<file path="config.mk">
export PLATFORM = sky130hd
export DESIGN_NAME = gct_div
export DESIGN_NICKNAME = d
export VERILOG_FILES = /design/src/hdl/gct_pkg.sv /design/src/hdl/gct_div.sv
export SDC_FILE = /design/constraint.sdc
export NUM_CORES = 1
export LEC_CHECK = 0
export BUFFER_PORTS_ARGS = -buffer_cell sky130_fd_sc_hd__buf_2
export CELL_PAD_IN_SITES_DETAIL_PLACEMENT = 1
export CELL_PAD_IN_SITES_GLOBAL_PLACEMENT = 1
export CORE_MARGIN = 10
export CORE_UTILIZATION = 42
export CTS_CLUSTER_DIAMETER = 200
export CTS_CLUSTER_SIZE = 14
export DETAILED_ROUTE_END_ITERATION = 6
export PLACE_DENSITY_LB_ADDON = 0.1
export SYNTH_ARGS = -nofsm -noshare
export SYNTH_HDL_FRONTEND = slang
export SYNTH_SLANG_ARGS = --single-unit
</file>
<file path="constraint.sdc">
create_clock -name clk -period 3 [get_ports clk]
set_input_delay 0.6 -clock clk [delete_from_list [all_inputs] [get_ports clk]]
set_output_delay 0.6 -clock clk [all_outputs]
set_load 0.01 [all_outputs]
</file>
<file path="src/hdl/gct_pkg.sv">
`timescale 1ns / 1ps
`default_nettype none
package gct_pkg;
  localparam int MaxRotations = 1024;

  localparam logic [2:0] ST_OK       = 3'd0;
  localparam logic [2:0] ST_NEG      = 3'd1;
  localparam logic [2:0] ST_ZERO     = 3'd2;
  localparam logic [2:0] ST_FULL     = 3'd3;
  localparam logic [2:0] ST_RANGE    = 3'd4;

  localparam logic [32:0] OneQ30 = 33'h0_4000_0000;

  typedef enum logic [3:0] {
    S_IDLE, S_NORM, S_SQRT, S_DIV_C, S_DIV_S, S_WRITE, S_READ, S_READ2, S_DONE
  } state_t;

  // control between the sequencer and the math unit
  typedef struct packed {
    logic sqrt_start;
    logic div_start;
  } math_ctl_t;
endpackage
`default_nettype wire

</file>
<file path="src/hdl/gct_div.sv">
`timescale 1ns / 1ps
`default_nettype none
// Restoring divider: floor((mag<<30 + n/2)/n), saturated to 1.0.
module gct_div
  import gct_pkg::*;
(
  input  wire         clk,
  input  wire         rst_n,
  input  wire         start,
  input  wire [32:0]  mag,
  input  wire [32:0]  den,
  output logic        done,
  output logic [32:0] quot
);
  logic [63:0] num_r, num_nxt;
  logic [33:0] rem_r, rem_nxt;
  logic [33:0] q_r, q_nxt;
  logic [32:0] den_r, den_nxt;
  logic [6:0]  cnt_r, cnt_nxt;
  logic        busy_r, busy_nxt;
  logic [34:0] shifted;
  logic [33:0] rem_step;
  logic [33:0] q_step;

  // last quotient bit lands in the done cycle; a new start may follow at once
  assign quot = (q_step > {1'b0, OneQ30}) ? OneQ30 : q_step[32:0];

  always_comb begin
    shifted = {rem_r, num_r[63]};
    if (shifted >= {2'b00, den_r}) begin
      rem_step = shifted[33:0] - {1'b0, den_r};
      q_step   = {q_r[32:0], 1'b1};
    end else begin
      rem_step = shifted[33:0];
      q_step   = {q_r[32:0], 1'b0};
    end
    done     = busy_r && cnt_r == 7'd0;
    num_nxt  = num_r;
    rem_nxt  = rem_r;
    q_nxt    = q_r;
    den_nxt  = den_r;
    cnt_nxt  = cnt_r;
    busy_nxt = busy_r;
    if (busy_r) begin
      num_nxt = {num_r[62:0], 1'b0};
      rem_nxt = rem_step;
      q_nxt   = q_step;
      if (cnt_r == 7'd0) busy_nxt = 1'b0;
      else               cnt_nxt  = cnt_r - 7'd1;
    end
    if (start) begin
      num_nxt  = {1'b0, mag, 30'd0} + {31'd0, den[32:1]};
      rem_nxt  = '0;
      q_nxt    = '0;
      den_nxt  = den;
      cnt_nxt  = 7'd63;
      busy_nxt = 1'b1;
    end
  end

  always_ff @(posedge clk) begin
    if (!rst_n) busy_r <= 1'b0;
    else        busy_r <= busy_nxt;
    num_r <= num_nxt;
    rem_r <= rem_nxt;
    q_r   <= q_nxt;
    den_r <= den_nxt;
    cnt_r <= cnt_nxt;
  end
endmodule
`default_nettype wire

</file>
## Yosys cells after proc, flatten, opt, wreduce, memory -nomap -nowiden

Index checks and enable logic that the tools add are counted.

| word-level totals | value |
|---|---|
| register bits after elaboration | 172 |
| bits of input ports | 69 |
| output and inout bits | 34 |
| logic and storage cells | 24 |

| cells by class | value |
|---|---|
| add/subtract/negate cells | 3 |
| order comparisons | 2 |
| multiplexer cells | 8 |
| bitwise gates (word level) | 1 |
| reduce and logical (&&, ||, !) cells | 4 |

Operators by type and width:

| cell | count |
|---|---|
| $mux 64 | 2 |
| $add 63x32->64 | 1 |
| $ge 35x33->1 | 1 |
| $gt 34x31->1 const B | 1 |
| $mux 34 | 1 |
| $sub 34x33->34 | 1 |
| $mux 33 | 1 |
| $logic_not 7->1 | 1 |
| $sub 7x1->7 const B | 1 |
| $mux 1 | 4 |
| $reduce_and 2->1 | 1 |
| $reduce_bool 2->1 | 1 |
| $logic_and 1x1->1 | 1 |
| $not 1->1 | 1 |

## Longest topological paths before layout

| logic depth | value |
|---|---|
| depth in word-level cells | 4 |
| depth in mapped cells | 14 |
| mapped depth without buffers | 11 |

## Worst setup path after synthesis

No wires, ideal clock.

| timing path | value |
|---|---|
| path type | register to output |
| start | register den_r[1] |
| end | output port quot[20] |
| arrival | 2603 ps |
| required time | 2400 ps |
| slack | -203 ps |
| cell stages (with the launch flop) | 14 |
| path buffers | 3 |
| cell sequence | edfxtp_1 -> inv_1 -> ha_1 -> nor2b_1 -> o31a_1 -> o311a_4 -> o311ai_2 -> and3_1 -> buf_6 -> a21oi_2 -> nor3_2 -> buf_4 -> buf_4 -> and2_1 |

| between the ends | value |
|---|---|
| longest elaborated chain between the ends | 4 |

Ends and longest elaborated chain:

| what | RTL line | source |
|---|---|---|
| from (decl) | gct_div.sv:18 | `logic [32:0] den_r, den_nxt;` |
| from (signal assigned) | gct_div.sv:67 | `den_r <= den_nxt;` |
| $ge 35x33->1 | gct_div.sv:30 | `if (shifted >= {2'b00, den_r}) begin` |
| $mux 1 | gct_div.sv:30 |  |
| $gt 34x31->1 | gct_div.sv:26 | `assign quot = (q_step > {1'b0, OneQ30}) ? OneQ30 : q_step[32:0];` |
| $mux 33 | gct_div.sv:26 |  |
| to (decl) | gct_div.sv:13 | `output logic [32:0] quot` |

Every way passes these cells.

## Worst setup path in the final report

| timing path | value |
|---|---|
| start | register den_r[1] |
| end | output port quot[9] |

Same word-level chain as after synthesis.

==> impl_results.rst <==
.. list-table::
   :header-rows: 1

   * - Metric
     - Value
   * - Result of the run
     - complete, but fails checks
   * - Violations in the final reports
     - setup timing
   * - Detailed-route DRC error count
     - 0
   * - Setup repair after global routing missed its margin
     - true
   * - Number of filler instances in the final layout
     - about 2500
   * - GPL Wtd Cong
     - 0.9137
   * - Global-route wire length before repair
     - between 40000 and 50000 um
   * - Routed length per placed instance
     - 18.48 um
   * - Clock tree from TritonCTS
     - done
   * - Placeable core area
     - 22570 um^2
   * - Main synth FF type
     - edfxtp_1
   * - Hold wc startpoint
     - den[4]
   * - Overall die area
     - ~30000 um^2
   * - Final Power
     - 6.426 mW
   * - Placement Rows
     - 55
   * - Hold Crit Class
     - input pin to flop
   * - Highest Clock Rate
     - 267.2 MHz
   * - Total global routing track utilization
     - approximately 19%
   * - Hold Vio Cnt, Final
     - 0
   * - Startpoint kind of the worst setup timing path
     - flop
   * - Overflow left after global routing
     - 0
   * - H-tree levels
     - 4
   * - Cell area after synthesis
     - approximately 9600 um^2
   * - Count of state elements after synthesis
     - 172
   * - Required arrival time at the worst endpoint
     - roughly 2.4 ns
   * - Crit path time final
     - 3.743 ns
   * - Highest-count cells in the layout ignoring fill and taps
     - nor2_1 (132), buf_4 (116), edfxtp_1 (97)
   * - Total power per unit cell area
     - 524.8 nW/um^2
   * - Sequential cell area in the final layout
     - 4418 um^2
   * - Largest net degree at the start of global routing
     - 105
   * - Final period util
     - 124.8%
   * - Via count of the first global-routing pass
     - 8366
   * - Ys async rst share
     - 0%
   * - Total of warnings raised by yosys
     - 0
   * - Initial DRC count
     - 432
   * - Die Span Y
     - 171.0 um
   * - Highest signal layer in the routed design
     - met5
   * - Synth unique cells
     - 72
   * - Average via count per standard cell
     - 5.331
   * - Post-detailed-routing wire length
     - 27290 um
   * - Critical Path Start
     - den_r[1]$_DFFE_PP_
   * - Most common cell after layout, fill and taps aside
     - nor2_1
   * - Die Width
     - 171.0 um
   * - Cts-stage hold buffer count
     - 0
   * - M1 WL
     - 12820 um
   * - Vias
     - about 7900
   * - Part of the Yosys area used for sequential elements
     - roughly 46%
   * - Peak ir drop on the vdd network
     - 0.0003459 V
   * - Met2 routed WL
     - 12990 um
   * - Root Driver
     - clkbuf_16
   * - Final setup violation count
     - 30
   * - Area added between synthesis and finish
     - 27.82%
   * - Total count of max-transition violations in the final report
     - 0
   * - Number of antenna-violating nets in the routed design
     - 0
   * - Worst flop-to-flop path startpoint
     - den_r[1]$_DFFE_PP_
   * - Number of antenna violations at the first check in global routing
     - 7
   * - Placed inst area
     - 11180 um^2
   * - Post-route setup slack
     - -0.7431 ns
   * - Clk slew on worst S/H paths
     - 0.08 ns
   * - Number of top-level design ports
     - approximately 100
   * - Number of synthesized flops with an enable pin
     - 97
   * - Met3 routed WL
     - between 1000 and 1500 um
   * - Length of the first detailed-routing pass in iterations
     - 7
   * - Dpl hpwl
     - 19600 um
   * - Combined area of the multi-input logic cells
     - 4991 um^2
   * - Average footprint of a synthesized cell
     - 9.805 um^2
   * - Initial Util
     - 42.44%
   * - Total negative slack for setup checks
     - -21.39 ns
   * - Clock sink total
     - 172
   * - Dpl ws
     - -0.3146 ns
   * - Worst Path Max Fanout
     - 7
   * - Startpoint-to-endpoint class of the critical path
     - flop to output pin
   * - Transition time at the pin with the least slew margin
     - 1.038 ns
   * - Clock Latency Late Sink
     - 0.43 ns
   * - Total clock buffers created by CTS
     - 17
   * - Data arrival time of the critical path
     - 3.14 ns
   * - Largest clock skew in the final design
     - 0.01152 ns
   * - Cell area after layout
     - 12240 um^2
   * - Deepest clock path buffer count
     - 2
   * - Post-layout net count
     - about 1300
   * - Count of buffers from port buffering
     - 100
   * - Maximum capacitance violations
     - 0
   * - Instance count of the mapped netlist
     - 977
   * - Final Util
     - a little over half
   * - Reported leakage power
     - 5.126 nW
   * - Slew margin rel.
     - 30.55%
   * - Fraction of final layout cells sized beyond drive strength 1
     - around 30%
   * - Endpoint class of the critical path
     - output pin
==> cell families after synthesis <==
group                      share of synthesized area (%)
and+or+nand+nor                                    16.55
AOI/OAI and AO/OA                                  14.11
DFF                                                46.08
buffers and inverters                              4.415
muxes                                              8.255
xor gates and xnor gates                           5.303
adders and majority gates                          5.251
other                                            0.03915
==> layout make-up <==
type / instances / share of cell area, %
antenna: 5 / 0.1022
tap: 285 / 2.912
sequential: 172 / 36.08
clock buffer: 17 / 3.474
clock inverter: 15 / 1.165
timing repair buffer: 223 / 13.79
multi-input combinational: 704 / 40.76
inverter: 56 / 1.717
==> sequential cells by signal, indices dropped and copies added, names as in the netlist <==
signal,cells
num_r,64
rem_r,34
den_r,33
q_r,33
cnt_r,7
busy_r,1
==> path summary, 6_finish.rpt <==
check | to | slack, ns | cells past startpoint
max | quot[9] | -0.74 | 13
min | den_r[4]$_DFFE_PP_ | 0.36 | 1
max reg2reg | rem_r[30]$_SDFFE_PP0P_ | 0.07 | 13
min reg2reg | q_r[0]$_SDFFE_PP0P_ | 0.49 | 2
==> cells in the mapped netlist, types with 9 or more instances <==
| cell | n | share of area [%] |
|---|---|---|
| a211oi_1 | 22 | 1.7 |
| a21o_1 | 12 | 0.94 |
| a21oi_1 | 76 | 4.0 |
| and2_1 | 35 | 2.3 |
| clkbuf_1 | 27 | 1.1 |
| dfxtp_1 | 75 | 16 |
| edfxtp_1 | 97 | 30 |
| ha_1 | 37 | 4.8 |
| inv_1 | 56 | 2.2 |
| mux2_2 | 32 | 3.8 |
| mux2i_1 | 43 | 4.5 |
| nand2_1 | 48 | 1.9 |
| nand3_1 | 18 | 0.94 |
| nand4_1 | 17 | 1.1 |
| nor2_1 | 133 | 5.2 |
| nor3_1 | 13 | 0.68 |
| nor4_1 | 10 | 0.65 |
| o21a_1 | 9 | 0.71 |
| o21ai_0 | 36 | 1.9 |
| xnor2_1 | 29 | 2.7 |
| xor2_1 | 29 | 2.7 |
==> metrics by stage <==
| step | std cells | hold WS [ns] |
|---|---|---|
| floorplan | 978 | 0.4435 |
| global placement | 1428 | 0.4747 |
| detailed placement | 1428 | 0.4816 |
| CTS | 1465 | 0.3399 |
| global route | 1473 | 0.3361 |
| finish | 1477 | 0.3583 |
==> critical path: stages (launching register included) <==
cell and delay [ns]:
edfxtp_1 0.42, inv_2 0.09, ha_4 0.19, nor2b_4 0.12, o31a_1 0.26, o311a_4 0.33
o311ai_4 0.23, and3_4 0.27, a21oi_4 0.07, nor3_4 0.20, buf_6 0.17, buf_16 0.12
and2_4 0.14, buf_6 0.09
==> per-layer routing <==
layer | vias to the layer above | track usage [%]
met4 | 6 | 4.121
li1 | 3915 | -
met1 | 3817 | 25.10
met3 | 21 | 3.963
met2 | 115 | 29.75
met5 | - | 0
==> where the power goes <==
group / switching, mW / internal [mW]
sequential: 0.0904 / 2.69
clock: 1.08 / 1.11
combinational: 0.795 / 0.671
total: 1.96 / 4.47
==> repair_timing <==
action	4_1_cts	5_1_grt
gates cloned	2	1
endpoints found under the setup margin	34	54
resized for setup	26	52
pin swaps	0	12
buffers inserted	3	7
No activity file was read; power rests on OpenSTA's default activity.
