File: src/hdl/gct_ram.sv
`timescale 1ns / 1ps
`default_nettype none
module gct_ram #(
  parameter int Width = 8,
  parameter int Depth = 16
) (
  input  wire                     clk,
  input  wire                     we,
  input  wire [$clog2(Depth)-1:0] waddr,
  input  wire [Width-1:0]         wdata,
  input  wire [$clog2(Depth)-1:0] raddr,
  output logic [Width-1:0]        rdata
);
  logic [Width-1:0] mem [Depth];

  always_ff @(posedge clk) begin
    if (we) mem[waddr] <= wdata;
    rdata <= mem[raddr];
  end
endmodule
`default_nettype wire

File: config.mk
export PLATFORM = sky130hd
export DESIGN_NAME = gct_ram
export DESIGN_NICKNAME = d
export VERILOG_FILES = /design/src/hdl/gct_ram.sv
export SDC_FILE = /design/constraint.sdc
export NUM_CORES = 1
export LEC_CHECK = 0
export BUFFER_PORTS_ARGS = -buffer_cell sky130_fd_sc_hd__buf_2
export CAP_MARGIN = 20
export CORE_UTILIZATION = 45
export DETAILED_ROUTE_END_ITERATION = 6
export PLACE_DENSITY = 0.58
export SLEW_MARGIN = 30
export SYNTH_ARGS = -nofsm -noshare
export SYNTH_HDL_FRONTEND = slang
export SYNTH_SLANG_ARGS = --single-unit
File: constraint.sdc
create_clock -name clk -period 4.25 [get_ports clk]
set_input_delay 0.6375 -clock clk [delete_from_list [all_inputs] [get_ports clk]]
set_output_delay 0.6375 -clock clk [all_outputs]
set_load 0.01 [all_outputs]
======== Yosys cells after proc, flatten, opt, wreduce, memory -nomap -nowiden ========
Memory sizes are Yosys's and may differ from the RTL's. A register that Yosys moved wholly into a read port is not among the register bits.
Index checks and enable logic that the tools add are counted.
storage, ports and cells
  logic and storage cells ................. 3
  register bits after elaboration ......... 0
  bits in writable memories ............... 128
  bits in latches ......................... 0
  bits in read-only memories .............. 0
  output and inout port bits .............. 8
  input bits .............................. 18
  memories ................................ 1
cells by class
  add/subtract/negate cells ............... 0
  reductions and logical operators ........ 0
  bitwise gates (word level) .............. 0
  $mul .................................... 0
  equal/unequal tests ..................... 0
  order comparisons ....................... 0
  divide/modulo/power cells ............... 0
  muxes and demuxes ....................... 2
  shift-type cells ........................ 0
memory list
  name  words  width  read ports  clocked after Yosys merged registers in  write ports  line  source
  mem   16     8      1           1                                        1            14    logic [Width-1:0] mem [Depth];
operator list
  cell               number
  1-bit two-way mux  2

======== Depth between registers and ports, before layout ========
Gate-level depths: netlist (run 1).
  depth in word-level cells ............... 2
  mapped depth ............................ 5
  depth with buffers taken out ............ 3

======== Least setup slack after synthesis (run 1) ========
Ideal clock, no wire load.
  kind .................................... input to register
  start ................................... in waddr[2]
  end ..................................... mem mem[0][0], enable pin
  buffers on the path ..................... 0
  stages on the path ...................... 2
  slack ................................... 2120 ps
  data arrival time ....................... 1747 ps
  data required time ...................... 3867 ps
  library setup time ...................... 383 ps
  cell sequence ........................... or3b_2 -> nor3_1
RTL lines
  item                line  source
  start: declaration  9     input wire [$clog2(Depth)-1:0] waddr,
  end: declaration    14
Straight into the memory's write port.

==> flow_metrics.py, run 1 <==
metrics = {
    "critical_path": {
        "cp_num_buf_inv": 2,
        "path_class": "in2reg",
        "cp_slowest_cell": "buf_2",
        "worst_ep_arrival_time_ps": 2440,
        "reg2reg_slack_ps": 2780,
        "crit_path_end_kind": "flip-flop",
        "reg2reg_depth": 3,
        "cp_top_family": "buffers and inverters",
        "cp-start-kind": "primary input",
        "crit_path_max_fanout": 24,
        "cp.depth": 5,
        "crit_chain": "buf_2 > buf_4 > mux4_1 > a22oi_1 > nand2_1",
        "crit_path_max_incr_delay_ps": 580,
        "cp_data_required_time_ps": 4530,
    },
    "synth": {
        "ys_types": 19,
        "synth_area_leaders": "edfxtp_1, mux4_2, mux4_1, dfxtp_1, a22oi_1",
        "ys_top_cells_by_count": "edfxtp_1, mux4_2, a22oi_1, mux4_1, nor2_1",
        "synth_edf_count": 128,
        "avgSynthCellArea_um2": 22.5,
        "yosys.area.top_type": "edfxtp_1",
        "synth_cells": 229,
        "synthArstFlopShare": 0,
        "ys_seq_elements": 136,
        "synth_area_um2": 5150,
        "yosysWarnings": 0,
        "synth_ff_type": "edfxtp_1",
        "synth_top_area_share": 0.747,
        "synthesis.nets": 247,
        "yosysMostFrequentCell": "edfxtp_1",
        "seq_area_frac_synth": 0.778,
    },
    "routing": {
        "viasPerCell": 5.56,
        "drtPass1Iterations": 4,
        "totalWireLength_mm": 9.80,
        "drtAntennaViolNets": 0,
        "vias": 2331,
        "drt-wirelength-per-cell_um": 23.4,
        "drc": 0,
        "drtIter0Drc": 68,
    },
    "die": {
        "core_um2": 11000,
        "rows": 38,
        "die-area_um2": 11900,
        "start_util": 0.469,
        "die_y_um": 109,
        "io_pins": 26,
        "dieWidth_um": 109,
    },
    "sta": {
        "setup_viol": 0,
        "min_period_ps": 2150,
        "tightest_slew_ps": 904,
        "maxSlewHeadroom": 0.395,
        "rsz0062_at_grt": "false",
        "finalHoldViolCount": 0,
        "finalMaxSlewViolations": 0,
        "tns_ps": 0,
        "finalCritPeriodShare": 0.507,
        "skew_ps": 21.3,
        "max_freq_mhz": 464,
    },
    "final_layout": {
        "area_growth_pct": 16.3,
        "finalNetCount": 285,
        "antennaDiodeCount": 0,
        "fillers": 854,
        "drive_gt1_frac": 0.287,
    },
    "pwr": {
        "ir_worst_vdd_mv": 0.329,
        "total_power_uw": 3070,
        "cellPowerDensity_nw_per_um2": 513,
        "leakage_uw": 0.00200,
    },
    "clock_tree": {
        "ctsResizeCount": 0,
        "clock_path_buffers": 2,
        "cts.clk_slew.worst_paths_ps": 60,
        "cts_tree": "done",
        "cts_made_buffers": 17,
        "postCtsSetupRepairBufs": 0,
        "cts_root_buffer": "clkbuf_16",
        "cts_hold_buf": 0,
        "clock_latency_ps": 420,
        "cts_sinks": 136,
        "htreeDepth": 4,
    },
    "grt": {
        "grtUsageTotal": 0.190,
        "gr-total-overflow": 0,
        "antenna_found_initial": 0,
        "grt_max_degree": 33,
        "grt_pass1_vias": 2463,
        "grt_pass1_wl_mm": 15.0,
    },
    "placement": {
        "routabilityCongestion": 0.759,
        "hpwl_mm": 5.87,
        "portBuffers": 25,
    },
    "min_path": {
        "min_path_type": "in2reg",
        "whs_path_depth": 1,
    },
    "status": {
        "outcome": "finished, final reports clean",
    },
    "job": {
        "drv_cap": 0,
    },
}
-- worst reg2reg max path, cell delays in order (launching register included) --
cell	delay, ps
edfxtp_1	360
mux4_1	520
a22oi_1	340
nand2_1	110
-- cell type report --
type,instances,area [µm²],share of cell area
repair buffers,29,155,0.0259
clock inverters,14,159,0.0265
clock buffers,17,425,0.0711
multi-input cells,83,1070,0.178
well taps,140,175,0.0293
flip-flops and latches,136,4000,0.669
-- flip-flops by register name, indices dropped and copies added, names as in the netlist --
name   flops
rdata      8
mem      128
-- layer usage --
layer	share of wire	wire [µm]	vias up	GRT usage
met5	0	0	-	0
met4	0.014	133	0	0.0907
met3	0.033	324	9	0.0466
met2	0.49	4750	48	0.279
met1	0.47	4580	1224	0.268
li1	-	-	1050	-
-- power breakdown --
| group | internal (µW) | switching, µW | total, µW |
|---|---|---|---|
| clock | 911 | 520 | 1430 |
| combinational | 54.5 | 80.7 | 135 |
| sequential | 1500 | 7.46 | 1510 |
-- kinds of logic (layout without fill, tap and decap cells) --
kind of cell	Yosys count	count (layout)	synth area share
compound gates	16	16	0.0233
buf+inv	10	60	0.0168
flops	136	136	0.778
mux	32	32	0.150
simple gates	35	35	0.0318
-- per-stage QoR --
| stage | hold slack [ps] | worst slack (ps) | cell area, µm² | utilization | cells |
|---|---|---|---|---|---|
| floorplan | 629 | 2120 | 5150 | - | 229 |
| finish | 609 | 2100 | 5990 | 0.545 | 419 |
| CTS | 606 | 2040 | 5980 | 0.545 | 419 |
| global placement | 654 | 1620 | 5390 | 0.491 | 388 |
| global route | 614 | 1920 | 5990 | 0.545 | 419 |
| detailed placement | 664 | 1610 | 5400 | 0.491 | 388 |
-- layout by cell type (no fill, tap or decap), drive strengths merged --
cell type	synthesis	layout
a22oi	16	16
and2	1	1
and2b	1	1
buf	7	29
bufinv	0	3
clkbuf	0	17
clkinv	0	9
clkinvlp	0	2
dfxtp	8	8
edfxtp	128	128
mux4	32	32
nand2	9	9
nand2b	2	2
nand3	1	1
nand3b	2	2
nor2	13	13
nor2b	1	1
nor3	4	4
or3b	1	1
-- path summary, 6_finish.rpt --
kind	endpoint	from
worst max-delay path	rdata[1]$_DFF_P_	raddr[0]
worst max register to register	rdata[0]$_DFF_P_	mem[1][0]$_DFFE_PP_
worst min-delay path	mem[4][3]$_DFFE_PP_	wdata[3]
worst min register to register	rdata[2]$_DFF_P_	mem[11][2]$_DFFE_PP_
No activity file was read; power rests on OpenSTA's default activity.
==> run 2: changes to the inputs <==
PLACE_DENSITY = 0.6   (was 0.58)
clock period = 1.9 ns   (was 4.25 ns; I/O delays follow)
==> run 2 against run 1 <==
Net effect: sequential share of layout area is 1.9 points lower; clock-buffer cell count stayed put; worst setup slack worse by 1600 ps; non-clock buffer count is 19 higher; die area stayed put; hold slack worse by 350 ps; via count is 4.7% higher; sequential cell count stayed put; clock skew is 18 ps lower; power is 130% higher; largest cell class unchanged; largest power group unchanged; highest routed layer unchanged.
==> flow_metrics.py, run 2 (synthesis gave the netlist of run 1 again) <==
metrics = {
    "grt": {
        "grt_util_met1": 0.235,
        "grt-busiest-layer": "met2",
        "gr-total-overflow": 0,
        "grt_max_degree": 33,
        "antenna_found_initial": 0,
        "grt_util_met3": 0.0466,
        "use_met2": 0.279,
        "grtUsageTotal": 0.176,
        "grt_pass1_wl_mm": 14.1,
        "grt_pass1_vias": 2445,
    },
    "routing": {
        "vias": 2441,
        "drc": 0,
        "drtAntennaViolNets": 0,
        "drtIter0Drc": 134,
        "drtPass1Iterations": 6,
        "viasPerCell": 5.56,
        "drt-wirelength-per-cell_um": 21.4,
        "totalWireLength_mm": 9.39,
    },
    "die": {
        "die_y_um": 109,
        "io_pins": 26,
        "start_util": 0.469,
        "rows": 38,
        "die-area_um2": 11900,
        "core_um2": 11000,
        "dieWidth_um": 109,
    },
    "clock_tree": {
        "clock_path_buffers": 2,
        "ctsResizeCount": 0,
        "cts.clk_slew.worst_paths_ps": 60,
        "cts_hold_buf": 0,
        "postCtsSetupRepairBufs": 0,
        "cts_root_buffer": "clkbuf_16",
        "clock_latency_ps": 400,
        "cts_sinks": 136,
        "htreeDepth": 4,
        "cts_made_buffers": 17,
        "cts_tree": "done",
    },
    "sta": {
        "tns_ps": 0,
        "rsz0062_at_grt": "false",
        "finalHoldViolCount": 0,
        "finalCritPeriodShare": 0.735,
        "max_freq_mhz": 716,
        "finalMaxSlewViolations": 0,
        "maxSlewHeadroom": 0.699,
        "skew_ps": 3.76,
        "tightest_slew_ps": 451,
        "setup_viol": 0,
        "min_period_ps": 1400,
    },
    "status": {
        "outcome": "finished, final reports clean",
    },
    "placement": {
        "portBuffers": 25,
        "routabilityCongestion": 0.734,
        "postPlaceCellArea_um2": 5560,
        "hpwl_mm": 6.15,
    },
    "job": {
        "drv_cap": 0,
    },
    "pwr": {
        "cellPowerDensity_nw_per_um2": 1130,
        "leakage_uw": 0.00211,
        "ir_worst_vdd_mv": 0.645,
    },
    "critical_path": {
        "crit_path_max_fanout": 1,
        "crit_path_end_kind": "flip-flop",
        "cp_data_required_time_ps": 2190,
        "cp-startpoint": "mem[5][1]$_DFFE_PP_",
        "cp-start-kind": "flip-flop",
        "reg2reg_slack_ps": 500,
        "r2r-start": "mem[5][1]$_DFFE_PP_",
        "path_class": "reg2reg",
        "worst_ep_arrival_time_ps": 1680,
        "reg2reg_depth": 3,
    },
    "final_layout": {
        "final_common_cell": "edfxtp_1",
        "antennaDiodeCount": 0,
        "drive_gt1_frac": 0.331,
        "largest_reg_flops": 128,
        "finalNetCount": 304,
        "top_regs": "mem: 128 flops, rdata: 8 flops",
        "mostFrequentLayoutCells": "edfxtp_1, buf_2, buf_4",
        "top_register": "mem",
        "area_growth_pct": 19.7,
        "design_area_um2": 6160,
    },
    "min_path": {
        "whs_path_depth": 1,
        "holdCritStartpoint": "wdata[6]",
        "min_path_type": "in2reg",
    },
}
[run 2: final cells by class]
cell class                 instances  area, µm²
clock buffer                      17        425
clock inverter                    15        178
fill                             829       4820
multi-input combinational         83       1060
sequential                       136       4000
tap                              140        175
timing repair buffer              48        323
[run 2: where the power goes]
part           switching [µW]  leakage [µW]  internal (µW)  total (µW)
registers                18.1       0.00122           3350        3370
clock network            1220      0.000282           2060        3290
logic                     175      0.000601            138         314
[run 2: routing by layer]
| metal | vias up | wire [µm] |
|---|---|---|
| li1 | 1089 | - |
| met1 | 1277 | 4150 |
| met2 | 69 | 4750 |
| met3 | 6 | 399 |
| met4 | 0 | 82 |
| met5 | - | 0 |
[run 2: critical path, cell delays in order, from the launching register on]
cell and delay (ps):
edfxtp_1 360, mux4_1 550, a22oi_1 270, nand2_1 100
[run 2: final timing paths]
path | endpoint
worst min register to register | rdata[5]$_DFF_P_
worst min-delay path | mem[4][6]$_DFFE_PP_
worst max-delay path | rdata[1]$_DFF_P_
worst max register to register | rdata[1]$_DFF_P_
[run 2: through the flow]
| step | util | hold slack [ps] | std cells | power [µW] | setup slack [ps] |
|---|---|---|---|---|---|
| final | 0.561 | 262 | 439 | 6970 | 504 |
| after floorplan | - | 384 | 229 | 3610 | 122 |
| after global routing | 0.561 | 262 | 439 | 7170 | 443 |
| after detailed placement | 0.506 | 664 | 407 | 3760 | 179 |
| after CTS | 0.561 | 250 | 439 | 7030 | 515 |
| after global placement | 0.506 | 655 | 407 | 3750 | 196 |
==> run 3: changes to the inputs <==
ABC_AREA = 1   (was unset)
PLACE_DENSITY = 0.57   (was 0.6)
clock period = 1.4 ns   (was 1.9 ns; I/O delays follow)
==> run 3 against run 2 <==
Net effect: non-clock buffer count up 3; register-to-register slack lost 140 ps; utilization rose by 0.23 points; first-iteration DRC count is 140% higher.
==> flow_metrics.py, run 3 <==
metrics = {
    "status": {
        "outcome": "finished, final reports clean",
    },
    "synth": {
        "synth_compound_area_frac": 0,
        "synth_edf_count": 128,
        "synthesis.nets": 569,
        "ys_seq_elements": 136,
        "synth_area_um2": 5770,
        "synth_cells": 551,
        "yosysWarnings": 0,
        "synth_ff_type": "edfxtp_1",
        "synth_top_family_by_area": "simple AND/OR/NAND/NOR gates",
        "ys_top_cells_by_count": "nand2_1, edfxtp_1, inv_1, nand3_1, nor2_1",
        "seq_area_frac_synth": 0.694,
        "synthMuxAreaShare": 0,
        "yosysMostFrequentCell": "nand2_1",
        "ys_types": 12,
        "yosys.area.top_type": "edfxtp_1",
        "yosys.area_share.adder": 0,
        "synth-simple-area-share": 0.210,
        "synth_area_leaders": "edfxtp_1, nand2_1, nand3_1, inv_1, dfxtp_1",
        "synthArstFlopShare": 0,
        "synth_top_area_share": 0.667,
        "synthXorXnorAreaFrac": 0,
        "avgSynthCellArea_um2": 10.5,
    },
    "clock_tree": {
        "cts_hold_buf": 0,
        "cts_tree": "done",
        "clock_path_buffers": 2,
        "cts.clk_slew.worst_paths_ps": 60,
        "cts_made_buffers": 17,
        "postCtsSetupRepairBufs": 0,
        "cts_root_buffer": "clkbuf_16",
        "htreeDepth": 4,
        "cts_sinks": 136,
        "clock_latency_ps": 420,
        "ctsResizeCount": 0,
    },
    "grt": {
        "antenna_found_initial": 0,
        "grt_max_degree": 43,
        "grtUsageTotal": 0.220,
        "grt_pass1_wl_mm": 20.6,
        "gr-total-overflow": 0,
        "grt_pass1_vias": 3781,
    },
    "sta": {
        "rsz0062_at_grt": "false",
        "finalMaxSlewViolations": 0,
        "tightest_slew_ps": 381,
        "maxSlewHeadroom": 0.746,
        "tns_ps": 0,
        "finalCritPeriodShare": 0.851,
        "finalHoldViolCount": 0,
        "setup_viol": 0,
        "max_freq_mhz": 840,
        "skew_ps": 5.36,
        "min_period_ps": 1190,
    },
    "critical_path": {
        "cp-start-kind": "flip-flop",
        "crit_chain": "buf_2",
        "cp_top_family": "flip-flops",
        "cp_num_buf_inv": 1,
        "crit_path_end_kind": "output pin",
        "path_class": "reg2out",
        "cp_slowest_cell": "dfxtp_1",
        "cp_data_required_time_ps": 1190,
        "worst_ep_arrival_time_ps": 980,
        "crit_path_max_incr_delay_ps": 400,
        "crit_path_max_fanout": 1,
    },
    "final_layout": {
        "utilization": 0.563,
        "largest_reg_flops": 128,
        "mostFrequentLayoutCells": "nand2_1, edfxtp_1, inv_1",
        "drive_gt1_frac": 0.138,
        "top_register": "mem",
        "finalNetCount": 615,
        "top_regs": "mem: 128 flops, rdata: 8 flops",
        "final_common_cell": "nand2_1",
        "area_growth_pct": 19.8,
        "antennaDiodeCount": 0,
    },
    "placement": {
        "hpwl_mm": 8.01,
        "portBuffers": 25,
        "routabilityCongestion": 0.832,
    },
    "routing": {
        "drt-wirelength-per-cell_um": 16.8,
        "drc": 0,
        "vias": 3826,
        "drtIter0Drc": 321,
        "drtPass1Iterations": 4,
        "drtAntennaViolNets": 0,
        "viasPerCell": 4.92,
        "totalWireLength_mm": 13.1,
    },
    "pwr": {
        "ir_worst_vdd_mv": 0.844,
        "total_power_uw": 10500,
        "leakage_uw": 0.00302,
        "combPwrFrac": 0.056,
        "cellPowerDensity_nw_per_um2": 1520,
        "clkPwrFrac": 0.509,
        "netSwitchingFraction": 0.195,
        "seq_power_share": 0.436,
        "switchingPower_uw": 2060,
        "internal_power_uw": 8470,
    },
    "die": {
        "io_pins": 26,
        "die-area_um2": 13300,
        "start_util": 0.470,
        "dieWidth_um": 115,
        "rows": 40,
        "die_y_um": 115,
        "core_um2": 12300,
    },
    "job": {
        "drv_cap": 0,
    },
    "min_path": {
        "min_path_type": "in2reg",
    },
}
==> run 3: cell types whose count changed after synthesis, sizes merged, moves of 3 or more <==
cell	previous run	this run
a22oi	16	0
nand2	9	173
nand3	1	97
inv	0	102
nor3	4	0
mux4	32	0
clkdlybuf4s25	3	0
buf	7	24
nor2	13	17
==> run 3: worst paths after layout <==
path | to | slack (ps) | from | cells past startpoint
max | rdata[6] | 210 | rdata[6]$_DFF_P_ | 1
min reg2reg | rdata[6]$_DFF_P_ | 650 | mem[2][6]$_DFFE_PP_ | 6
min | rdata[7]$_DFF_P_ | 160 | raddr[3] | 3
max reg2reg | rdata[3]$_DFF_P_ | 360 | mem[9][3]$_DFFE_PP_ | 6
==> run 3: routing by layer <==
layer  wire length, µm  global-route usage  vias up
met1              5760               0.272     1831
met3               864              0.0785       16
met2              6190               0.353      113
li1                  -                   -     1866
met4               232              0.0926        0
met5                 0                   0        -
==> run 3: logic make-up after synthesis <==
logic type             after synthesis
buffers and inverters              126
DFF                                136
and+or+nand+nor                    289
==> run 3: power by group through the flow <==
stage / clock [µW] / combinational (µW) / sequential (µW)
detailed placement: 0 / 592 / 4670
finish: 5350 / 588 / 4580
CTS: 5400 / 595 / 4580
global route: 5550 / 656 / 4590
global placement: 0 / 591 / 4670
floorplan: 0 / 321 / 4670
==> run 3: final cells by class <==
cell class,instances,area [µm²]
Fill cell,1049,5350
Clock inverter,14,275
Multi-Input combinational cell,289,1210
Timing Repair Buffer,51,383
Clock buffer,18,439
Sequential cell,136,4000
Inverter,102,383
Tap cell,168,210
==> run 3: through the flow <==
step           cells  hold WS, ps  instance area [µm²]  setup slack, ps
2_1_floorplan    551          309                 5770              239
3_3_place_gp     746          586                 6190              105
3_5_place_dp     746          586                 6190              115
4_1_cts          778          142                 6910              233
5_1_grt          778          170                 6910              200
6_report         778          157                 6910              209
