File: config.mk
export PLATFORM = sky130hd
export DESIGN_NAME = gct_sqrt
export DESIGN_NICKNAME = d
export VERILOG_FILES = /design/src/hdl/gct_sqrt.sv
export SDC_FILE = /design/constraint.sdc
export NUM_CORES = 1
export LEC_CHECK = 0
export BUFFER_PORTS_ARGS = -buffer_cell sky130_fd_sc_hd__buf_2
export CAP_MARGIN = 20
export CORE_ASPECT_RATIO = 1.1
export CORE_MARGIN = 2
export CORE_UTILIZATION = 52
export CTS_CLUSTER_SIZE = 12
export DETAILED_ROUTE_END_ITERATION = 12
export PLACE_DENSITY = 0.77
export SETUP_SLACK_MARGIN = 0.2
export SLEW_MARGIN = 25
export SYNTH_ARGS = -nofsm -noshare
export SYNTH_HDL_FRONTEND = slang
export SYNTH_SLANG_ARGS = --single-unit
File: constraint.sdc
create_clock -name clk -period 11.1 [get_ports clk]
set_input_delay 0 -clock clk [delete_from_list [all_inputs] [get_ports clk]]
set_output_delay 0 -clock clk [all_outputs]
set_load 0.01 [all_outputs]
File: src/hdl/gct_sqrt.sv
`timescale 1ns / 1ps
`default_nettype none
// Integer square root of a 64-bit value, one result bit per cycle.
module gct_sqrt (
  input  wire         clk,
  input  wire         rst_n,
  input  wire         start,
  input  wire [63:0]  radicand,
  output logic        done,
  output logic [32:0] root
);
  logic [63:0] rem_r, rem_nxt;
  logic [32:0] res_r, res_nxt;
  logic [5:0]  cnt_r, cnt_nxt;
  logic        busy_r, busy_nxt;
  logic [65:0] trial;
  logic [63:0] rem_step;
  logic [32:0] res_step;

  // final bit is decided in the done cycle, so the root comes from the step value
  assign root = res_step;

  always_comb begin
    // trial = 4*res + 1 shifted into place by remaining bit position
    trial    = ({33'd0, res_r} << (cnt_r + 6'd1)) + (66'd1 << {cnt_r, 1'b0});
    rem_step = rem_r;
    res_step = res_r;
    if ({2'b00, rem_r} >= trial) begin
      rem_step = rem_r - trial[63:0];
      res_step = res_r | (33'd1 << cnt_r);
    end
    done     = busy_r && cnt_r == 6'd0;
    rem_nxt  = rem_r;
    res_nxt  = res_r;
    cnt_nxt  = cnt_r;
    busy_nxt = busy_r;
    if (busy_r) begin
      rem_nxt = rem_step;
      res_nxt = res_step;
      if (cnt_r == 6'd0) busy_nxt = 1'b0;
      else               cnt_nxt  = cnt_r - 6'd1;
    end
    if (start) begin
      rem_nxt  = radicand;
      res_nxt  = '0;
      cnt_nxt  = 6'd31;
      busy_nxt = 1'b1;
    end
  end

  always_ff @(posedge clk) begin
    if (!rst_n) busy_r <= 1'b0;
    else        busy_r <= busy_nxt;
    rem_r <= rem_nxt;
    res_r <= res_nxt;
    cnt_r <= cnt_nxt;
  end
endmodule
`default_nettype wire

Word-level counts from Yosys, hierarchy flattened

Cells that the tools add are included.

Register bits: 104
Input bits: 67
Output and inout bits: 34
Word-level logic and storage cells: 27

Add/subtract/negate cells: 4
Order comparisons: 1
Shift-type cells: 3
Mux-type cells: 7
Bitwise logic cells: 2
Reduce and logical (&&, ||, !) cells: 6

Operators with widths:

| operator                                         | count |
|---|---|
| 2-to-1 mux 64 bit                                | 3 |
| adder 66 bit                                     | 1 |
| greater-or-equal comparator 64 x 66 -> 1 bit     | 1 |
| left shift 1 x 7 -> 66 bit, first input constant | 1 |
| left shift 33 x 6 -> 66 bit                      | 1 |
| subtractor 64 bit                                | 1 |
| 2-to-1 mux 33 bit                                | 1 |
| bitwise OR 33 bit                                | 1 |
| left shift 1 x 6 -> 33 bit, first input constant | 1 |
| adder 6 x 1 -> 6 bit, second input constant      | 1 |
| logical NOT 6 bit                                | 1 |
| subtractor 6 x 1 -> 6 bit, second input constant | 1 |
| AND reduction 2 bit                              | 2 |
| nonzero test 2 bit                               | 2 |
| 2-to-1 mux 1 bit                                 | 3 |
| logical AND 1 bit                                | 1 |
| NOT 1 bit                                        | 1 |

Depth between registers and ports, before layout

Gate-level depths: netlist of the first run.

Depth in word-level cells: 7
Mapped depth: 43
Depth with buffers taken out: 35

Worst setup path after synthesis of the first run

OpenSTA, ideal clock, no wires.

Kind: register -> register
Start: reg cnt_r[0]
End: reg rem_r[0] (enable)
Setup time: 0.499 ns
Arrival: 10.362 ns
Path slack: 0.239 ns
Cell stages (with the launch flop): 39
Clock period less this slack: 10.861 ns
Cell sequence: dfxtp_1 > buf_4 > buf_4 > buf_4 > buf_2 > buf_1 > clkbuf_1 > nand3_1 > or3_1 > nor2_1 > ha_1 > ha_1 > a21o_1 > and3_1 > a31o_2 > a41oi_1 > o31ai_1 > a41oi_1 > (+3 left out) > o21ai_0 > nor2b_1 > xnor2_1 > ha_1 > inv_1 > nor2_1 > and3_1 > nand2_1 > nor3_1 > and2_1 > nor2b_1 > a211oi_1 > nand3_1 > a41oi_1 > nand4b_1 > buf_2 > buf_6 > o21bai_1

Longest elaborated chain between the ends: 6

Ends and longest elaborated chain:

| element                                        | line | text |
|---|---|---|
| start, declared                                | 14   | `logic [5:0] cnt_r, cnt_nxt;` |
| start signal, assigned                         | 56   | `cnt_r <= cnt_nxt;` |
| adder 6 x 1 -> 6 bit                           | 25   | `trial = ({33'd0, res_r} << (cnt_r + 6'd1)) + (66'd1 << {cnt_r, 1'b0});` |
| left shift 33 x 6 -> 66 bit                    | 25   |  |
| adder 66 bit *                                 | 25   |  |
| greater-or-equal comparator 64 x 66 -> 1 bit * | 28   | `if ({2'b00, rem_r} >= trial) begin` |
| nonzero test 2 bit (no source line) *          | n/a  |  |
| AND reduction 2 bit (no source line) *         | n/a  |  |
| end signal, assigned                           | 54   | `rem_r <= rem_nxt;` |
| end, declared                                  | 12   | `logic [63:0] rem_r, rem_nxt;` |

Mark *: on every way between the ends. The rest lies on a longest branch, timed or not.
A chain may end at the register's enable or synchronous reset.

Worst setup path after layout of the first run

Start: reg cnt_r[1]
End: out root[8]

Longest elaborated chain between the ends: 5

Ends and longest elaborated chain:

| element                                      | line | text |
|---|---|---|
| adder 6 x 1 -> 6 bit                         | 25   |  |
| left shift 33 x 6 -> 66 bit                  | 25   |  |
| adder 66 bit                                 | 25   |  |
| greater-or-equal comparator 64 x 66 -> 1 bit | 28   |  |
| 2-to-1 mux 33 bit *                          | 28   |  |
| end, declared                                | 10   | `output logic [32:0] root` |

Marks and branches as above.

==> impl_metrics.json, run 1 <==
{
  "min_period_ps": 9930,
  "hold_slack_ps": 1.38,
  "worstHoldEndpoint": "rem_r[61]",
  "fin_ws_ps": 1170,
  "viasPerCell": 6.60,
  "areaGrowthSynthToFinish_pct": 11.4,
  "synth.cell_area_mm2": 0.0142,
  "max_freq_mhz": 101,
  "overflow": 0,
  "die_w_um": 161,
  "grt_start_max_net_pins": 87,
  "worst_path_max_delay_cell": "a2111oi_0",
  "vias": 14945,
  "rows": 63,
  "drtAntennaViolNets": 0,
  "wire_per_inst_um": 21.6,
  "clkLatencyLatePin_ps": 380,
  "syn_nets": 1984,
  "grtUsageTotal": 0.336,
  "reg2reg_setup_slack_ps": 1480,
  "synth_seq_cells": 104,
  "cts.sink_count": 104,
  "finalPower_mw": 2.63,
  "reg2reg_depth": 36,
  "clockBufferDepth": 2,
  "finClkSkew_ps": 12.4,
  "start_util": 0.527,
  "hpwl_um": 37000,
  "yosysMostFrequentCell": "nand2_1",
  "drv_slew": 0,
  "end_kind": "output port",
  "dr.pass1.iters": 6,
  "netlist_instances": 1812,
  "cp.required_ps": 11100,
  "tightestPinTransition_ps": 1080,
  "cts_tree": "yes",
  "drc": 0,
  "r2r_start": "cnt_r[1]",
  "dpl_worst_slack_ps": 1790,
  "worstSetupPathType": "reg -> out",
  "port_buffers": 100,
  "relSlewSlack": 0.273,
  "drtIter0Drc": 1710,
  "grt_setup_unrepaired": "no",
  "synth_common_cells": "nand2_1 (211), nor2_1 (145), o21ai_0 (135)",
  "synth_enable_flop_cells": 64,
  "nets": 2073,
  "place_inst": 2185,
  "grt_pass1_vias": 13908,
  "critPathMostFrequentCell": "nor2_1",
  "dieArea_mm2": 0.0286,
  "p_leak_nw": 6.25,
  "final_cells": 2263,
  "power_density_mw_per_mm2": 166,
  "worst_hold_path_type": "in -> reg",
  "cpPeakStageDelay_ps": 630,
  "fin_tns_setup_ps": 0,
  "core_area_mm2": 0.0269,
  "drt_wl_total_um": 49000,
  "path_clk_slew_ps": 80,
  "yosysSeqAreaShare": 0.192,
  "die_h_um": 177,
  "boundaryPins": 101,
  "gp_congestion": 1.03,
  "path_max_fanout": 66,
  "status": "finished, final reports clean",
  "cp-start-kind": "flop",
  "clock-root-buffer": "clkbuf_16",
  "ys_types": 92,
  "cts_max_level": 3,
  "drive_gt1_frac": 0.130,
  "cp_data_arrival_time_ps": 9930,
  "synthFlopType": "edfxtp_1",
  "timing.rr.end": "rem_r[4]",
  "post-synth-top-area-cell": "edfxtp_1",
  "numCtsBuffers": 9,
  "hold_viol": 0,
  "avgSynthCellArea_um2": 7.82,
  "synthTopCellsByArea": "edfxtp_1 (14%), ha_1 (9.2%), dfxtp_1 (5.7%), nand2_1 (5.6%), o21ai_0 (4.8%)",
  "ir_worst_vdd_v": 0.000113,
  "setup_viol": 0,
  "antenna_found_initial": 0,
  "grt_first_pass_wirelength_um": 76300,
  "max_cap_violations": 0,
  "timing.final.crit_share": 0.895,
  "min_from": "radicand[61]",
  "synth_top_area_share": 0.136,
  "cts_setup_buffers": 0,
  "hold_depth": 4,
  "diodes": 0,
  "async_flop_share": 0,
  "synth_warnings": 0
}
## area by class of cell
type,instances,area (um2)
clock buffers,13,282
clock inverters,3,22.5
fillers,2453,11100
inverters,85,319
multi-input cells,1516,10700
flip-flops and latches,104,2720
well taps,357,447
repair buffers,185,1300
## critical path, delay by kind of cell (launching register included)
family	cells	cell delay, ps
AO/OA/AOI/OAI	12	2970
AND/OR/NAND/NOR	15	2940
buffers and inverters	5	1280
adder cells (fa/ha/maj)	3	1170
flip-flops	1	540
multiplexers	1	410
XOR/XNOR	1	170
## layer usage
metal	vias up	track usage	wire, um	share of wire
met5	-	0	0	0
met4	0	0.158	2390	0.049
met3	133	0.0513	3990	0.081
met2	750	0.538	21800	0.45
met1	7074	0.445	20800	0.42
li1	6988	-	-	-
## how the worst max path moves through the flow
stage              from  endpoint  slack [ps]  cells past startpoint
2_1_floorplan  cnt_r[0]  rem_r[0]         240                     38
5_1_grt        cnt_r[1]   root[8]         410                     37
4_1_cts        cnt_r[1]  root[32]        1480                     33
6_report       cnt_r[1]   root[8]        1170                     37
3_5_place_dp   cnt_r[1]  rem_r[3]        1790                     32
3_3_place_gp   cnt_r[1]  rem_r[2]        2090                     32
## cells by family (layout without fill, tap and decap cells)
family,Yosys count,after routing,synth area share
compound gates,604,604,0.297
xor+xnor,120,120,0.0771
fa+ha+maj,105,105,0.0933
buf+inv,192,286,0.0557
flops,104,104,0.192
mux,79,79,0.0810
simple gates,608,608,0.204
## cell usage in the layout, fill, tap and decap left out, types with 15 or more instances in the layout
cell / n
a21o_1: 50
a21oi_1: 121
a31oi_1: 25
and2_1: 23
and3_1: 27
buf_2: 99
buf_4: 24
dfxtp_1: 39
dlygate4sd3_1: 62
edfxtp_1: 64
ha_1: 104
inv_1: 85
mux2_2: 15
mux2i_1: 37
mux4_2: 27
nand2_1: 211
nand2b_1: 19
nand3_1: 54
nand4_1: 15
nor2_1: 144
nor3_1: 29
o21ai_0: 135
o21bai_1: 16
o22ai_1: 17
o31ai_1: 24
o31ai_2: 23
o32ai_1: 38
xnor2_1: 66
xor2_1: 49
## state kept, by name, indices dropped and copies added (netlist names)
signal  cells
busy_r      1
cnt_r       6
rem_r      64
res_r      33
## where the power goes
part / switching, mW / internal [mW] / total (mW) / leakage [nW]
clock network: 0.161 / 0.179 / 0.340 / 0.151
registers: 0.0398 / 0.544 / 0.584 / 0.964
logic: 1.05 / 0.651 / 1.70 / 5.13
## what timing repair did
item	4_1_cts	5_1_grt
hold endpoints to repair	62	0
resized for setup	0	0
setup endpoints to repair	0	0
hold buffers	62	0
## through the flow
stage,cell area [um2],util
floorplan,14200,-
global placement,14900,0.552
detailed placement,14900,0.552
CTS,15800,0.587
global route,15800,0.587
finish,15800,0.587
Note: power is estimated with default switching activity, not from simulation.
==> inputs of run 2 (changes only) <==
--- a/config.mk
+++ b/config.mk
@@ -12,6 +12,7 @@
 export CORE_UTILIZATION = 52
 export CTS_CLUSTER_SIZE = 12
 export DETAILED_ROUTE_END_ITERATION = 12
+export GPL_TIMING_DRIVEN = 0
 export PLACE_DENSITY = 0.77
 export SETUP_SLACK_MARGIN = 0.2
 export SLEW_MARGIN = 25
==> impl_metrics.json, run 2 (synthesis gave the netlist of run 1 again) <==
{
  "cts.sink_count": 104,
  "fin_tns_setup_ps": 0,
  "grt_pass1_vias": 14802,
  "cpPeakStageDelay_ps": 570,
  "final_cell_mix": "nand2_1 (211), nor2_1 (142), o21ai_0 (131)",
  "regMostFlops": "rem_r",
  "ir_worst_vdd_v": 0.000115,
  "areaGrowthSynthToFinish_pct": 15.2,
  "clkLatencyLatePin_ps": 380,
  "drt_wl_total_um": 56600,
  "path_clk_slew_ps": 80,
  "dieArea_mm2": 0.0286,
  "seq_area_mm2": 0.00272,
  "boundaryPins": 101,
  "grt_first_pass_wirelength_um": 85800,
  "setup_viol": 0,
  "dpl_worst_slack_ps": -437,
  "drtAntennaViolNets": 0,
  "end_kind": "flop",
  "wire_per_inst_um": 24.0,
  "dr.pass1.iters": 6,
  "final_core_util": 0.607,
  "startpoint": "cnt_r[0]",
  "gp_congestion": 1.07,
  "rows": 63,
  "cts_max_level": 3,
  "largestRegisters": "rem_r: 64 flops, res_r: 33 flops, cnt_r: 6 flops",
  "fillers": 2424,
  "grt_setup_unrepaired": "no",
  "port_buffers": 99,
  "start_util": 0.527,
  "cts_tree": "yes",
  "hpwl_um": 44000,
  "timing.final.crit_share": 0.949,
  "clockBufferDepth": 2,
  "critPathCapture": "rem_r[41]",
  "multi_input_area_mm2": 0.0108,
  "drv_slew": 0,
  "finalPower_mw": 2.76,
  "final_common_cell": "nand2_1",
  "worst_hold_path_type": "in -> reg",
  "reg2reg_setup_slack_ps": 570,
  "timing.rr.end": "rem_r[41]",
  "max_cap_violations": 0,
  "worstSetupPathType": "reg -> reg",
  "drtIter0Drc": 1911,
  "cp.required_ps": 11170,
  "grt_start_max_net_pins": 27,
  "finClkSkew_ps": 12.5,
  "nets": 2166,
  "status": "finished, final reports clean",
  "relSlewSlack": 0.311,
  "min_period_ps": 10530,
  "numCtsBuffers": 9,
  "cp-start-kind": "flop",
  "tightestPinTransition_ps": 1030,
  "diodes": 0,
  "viasPerCell": 6.72,
  "reg2reg_depth": 39,
  "clock-root-buffer": "clkbuf_16",
  "vias": 15829,
  "drive_gt1_frac": 0.139,
  "power_density_mw_per_mm2": 169,
  "die_h_um": 177,
  "critPathMostFrequentCell": "buf_4",
  "antenna_found_initial": 0,
  "overflow": 0,
  "die_w_um": 161,
  "worst_path_max_delay_cell": "a2111oi_1",
  "drc": 0,
  "grtUsageTotal": 0.391,
  "p_leak_nw": 6.46,
  "core_area_mm2": 0.0269,
  "max_freq_mhz": 95.0,
  "largest_reg_flops": 64,
  "hold_viol": 0,
  "fin_ws_ps": 571,
  "cp_data_arrival_time_ps": 10600,
  "path_max_fanout": 26,
  "r2r_start": "cnt_r[0]"
}
## run 2: through the flow
stage / instance area, um2 / cells / hold WS [ps]
6_report: 16300 / 2356 / 9.33
5_1_grt: 16300 / 2356 / 47.0
4_1_cts: 16200 / 2351 / 1.20
3_5_place_dp: 15200 / 2271 / 207
3_3_place_gp: 15100 / 2268 / 201
2_1_floorplan: 14200 / 1812 / 118
## run 2: where the power goes
part / switching, mW / internal [mW]
Sequential: 0.0365 / 0.543
Clock: 0.169 / 0.195
Combinational: 1.13 / 0.689
Total: 1.33 / 1.43
## run 2: cell type report
| type | count | share of cell area |
|---|---|---|
| clock inverter | 4 | 0.00169 |
| buffer | 107 | 0.0294 |
| multi-input combinational | 1516 | 0.660 |
| inverter | 85 | 0.0196 |
| sequential | 104 | 0.167 |
| clock buffer | 12 | 0.0184 |
| timing repair buffer | 171 | 0.0764 |
| tap | 357 | 0.0274 |
## run 2: critical path: cells and delay by family, from the launching register on
family	cells	cell delay (ps)
AND/OR/NAND/NOR	11	2610
AO/OA/AOI/OAI	13	3510
buffers and inverters	11	2470
flip-flops	1	400
XOR/XNOR	1	110
adder cells (fa/ha/maj)	3	1050
## run 2: layer usage
metal | vias up | GRT usage | wire length (um) | part of all wire
met1 | 7599 | 0.488 | 22500 | 0.40
met2 | 875 | 0.639 | 25700 | 0.45
met4 | 0 | 0.215 | 3390 | 0.060
met5 | - | 0 | 0 | 0
li1 | 7175 | - | - | -
met3 | 180 | 0.0712 | 4970 | 0.088
## run 2: worst min path at each step
stage	from	to	slack, ps	depth (start not counted)
2_1_floorplan	rst_n	busy_r	120	1
3_3_place_gp	rst_n	busy_r	200	2
3_5_place_dp	rst_n	busy_r	210	2
4_1_cts	radicand[61]	rem_r[61]	1	4
5_1_grt	radicand[61]	rem_r[61]	50	4
6_report	radicand[61]	rem_r[61]	9	4
## run 2: timing repair
| action | in CTS | in global routing |
|---|---|---|
| endpoints found under the setup margin | 97 | 99 |
| hold buffers | 63 | 0 |
| hold endpoints to repair | 63 | 0 |
| pin swaps | 1 | 2 |
| gates resized for setup | 7 | 24 |
| setup buffers | 1 | 5 |
==> inputs of run 3 (changes only) <==
--- a/config.mk
+++ b/config.mk
@@ -13,7 +13,7 @@
 export CTS_CLUSTER_SIZE = 12
 export DETAILED_ROUTE_END_ITERATION = 12
 export GPL_TIMING_DRIVEN = 0
-export PLACE_DENSITY = 0.77
+export PLACE_DENSITY = 0.74
 export SETUP_SLACK_MARGIN = 0.2
 export SLEW_MARGIN = 25
 export SYNTH_ARGS = -nofsm -noshare
==> constraint.sdc (replaced) <==
create_clock -name clk -period 10.9 [get_ports clk]
set_input_delay 0 -clock clk [delete_from_list [all_inputs] [get_ports clk]]
set_output_delay 0 -clock clk [all_outputs]
set_load 0.01 [all_outputs]
==> impl_metrics.json, run 3 (synthesis gave the netlist of run 1 again) <==
{
  "boundaryPins": 101,
  "clkLatencyLatePin_ps": 380,
  "gp_congestion": 1.00,
  "cts_tree": "yes",
  "final_area_mm2": 0.0163,
  "final_core_util": 0.606,
  "worst_hold_path_type": "in -> reg",
  "drtAntennaViolNets": 0,
  "grt_pass1_vias": 14655,
  "vias": 15637,
  "final_common_cell": "nand2_1",
  "areaGrowthSynthToFinish_pct": 14.9,
  "final_cells": 2357,
  "largestRegisters": "rem_r: 64 flops, res_r: 33 flops, cnt_r: 6 flops",
  "final_cell_mix": "nand2_1 (211), nor2_1 (143), o21ai_0 (132)",
  "max_cap_violations": 0,
  "core_area_mm2": 0.0269,
  "dieArea_mm2": 0.0286,
  "startpoint": "cnt_r[0]",
  "nets": 2166,
  "dr.pass1.iters": 8,
  "antenna_found_initial": 0,
  "fin_tns_setup_ps": 0,
  "grtUsageTotal": 0.391,
  "die_w_um": 161,
  "dpl_worst_slack_ps": -954,
  "timing.final.crit_share": 0.951,
  "r2r_start": "cnt_r[0]",
  "max_freq_mhz": 96.5,
  "clock-root-buffer": "clkbuf_16",
  "hold_viol": 0,
  "tightestPinTransition_ps": 1070,
  "die_h_um": 177,
  "drc": 0,
  "worst_path_max_delay_cell": "a2111oi_0",
  "finClkSkew_ps": 11.0,
  "largest_reg_flops": 64,
  "finalPower_mw": 2.78,
  "drive_gt1_frac": 0.139,
  "status": "finished, final reports clean",
  "critical-path-top-delay-family": "compound AO/OA/AOI/OAI gates",
  "min_from": "radicand[59]",
  "grt_start_max_net_pins": 25,
  "crit_buf_inv": 13,
  "path_clk_slew_ps": 80,
  "drtIter0Drc": 1695,
  "path_max_fanout": 24,
  "viasPerCell": 6.63,
  "drt_wl_total_um": 56500,
  "grt_setup_unrepaired": "no",
  "port_buffers": 99,
  "wire_per_inst_um": 24.0,
  "cp.required_ps": 11030,
  "fin_ws_ps": 539,
  "clockBufferDepth": 2,
  "start_util": 0.527,
  "regMostFlops": "rem_r",
  "hpwl_um": 44200,
  "cp-start-kind": "flop",
  "cp_data_arrival_time_ps": 10490,
  "end_kind": "flop",
  "min_period_ps": 10360,
  "power_density_mw_per_mm2": 171,
  "place_area_mm2": 0.0152,
  "reg2reg_setup_slack_ps": 540,
  "ir_worst_vdd_v": 0.000140,
  "drv_slew": 0,
  "relSlewSlack": 0.280,
  "p_leak_nw": 6.42,
  "cts_max_level": 3,
  "numCtsBuffers": 9,
  "rows": 63,
  "cpPeakStageDelay_ps": 490,
  "overflow": 0,
  "hold_slack_ps": 1.97,
  "setup_viol": 0,
  "place_inst": 2271,
  "worstSetupPathType": "reg -> reg",
  "cts.sink_count": 104,
  "grt_first_pass_wirelength_um": 85600
}
run 3: layout make-up:
type | count | area [um2]
fillers | 2477 | 10600
plain buffers | 107 | 488
diodes | 1 | 2.50
multi-input cells | 1516 | 10800
clock buffers | 11 | 243
well taps | 357 | 447
repair buffers | 171 | 1240
flip-flops and latches | 104 | 2720
clock inverters | 5 | 46.3
inverters | 85 | 323
run 3: final timing paths:
kind	endpoint	cells past startpoint
min reg2reg	res_r[12]	2
max	rem_r[50]	44
max reg2reg	rem_r[50]	44
min	rem_r[59]	3
run 3: power by group:
part | switching [mW] | total, mW | internal (mW)
Combinational | 1.14 | 1.85 | 0.703
Clock | 0.172 | 0.345 | 0.174
Sequential | 0.0378 | 0.591 | 0.553
run 3: worst min-delay path, cell delays in order:
cell	delay [ps]
buf_2	80
a211o_1	120
a211o_1	80
run 3: metal layers:
metal / global-route usage / vias up / wire, um
met5: 0 / - / 0
met4: 0.204 / 0 / 3250
met3: 0.0637 / 153 / 4730
met2: 0.634 / 811 / 25500
met1: 0.501 / 7496 / 23000
li1: - / 7177 / -
run 3: what timing repair did:
action / 4_1_cts / 5_1_grt
gates resized for setup: 11 / 23
endpoints found under the hold margin: 63 / 0
hold buffers: 63 / 0
pin swaps: 2 / 2
buffers inserted: 2 / 4
gates cloned: 0 / 0
setup endpoints to repair: 119 / 97
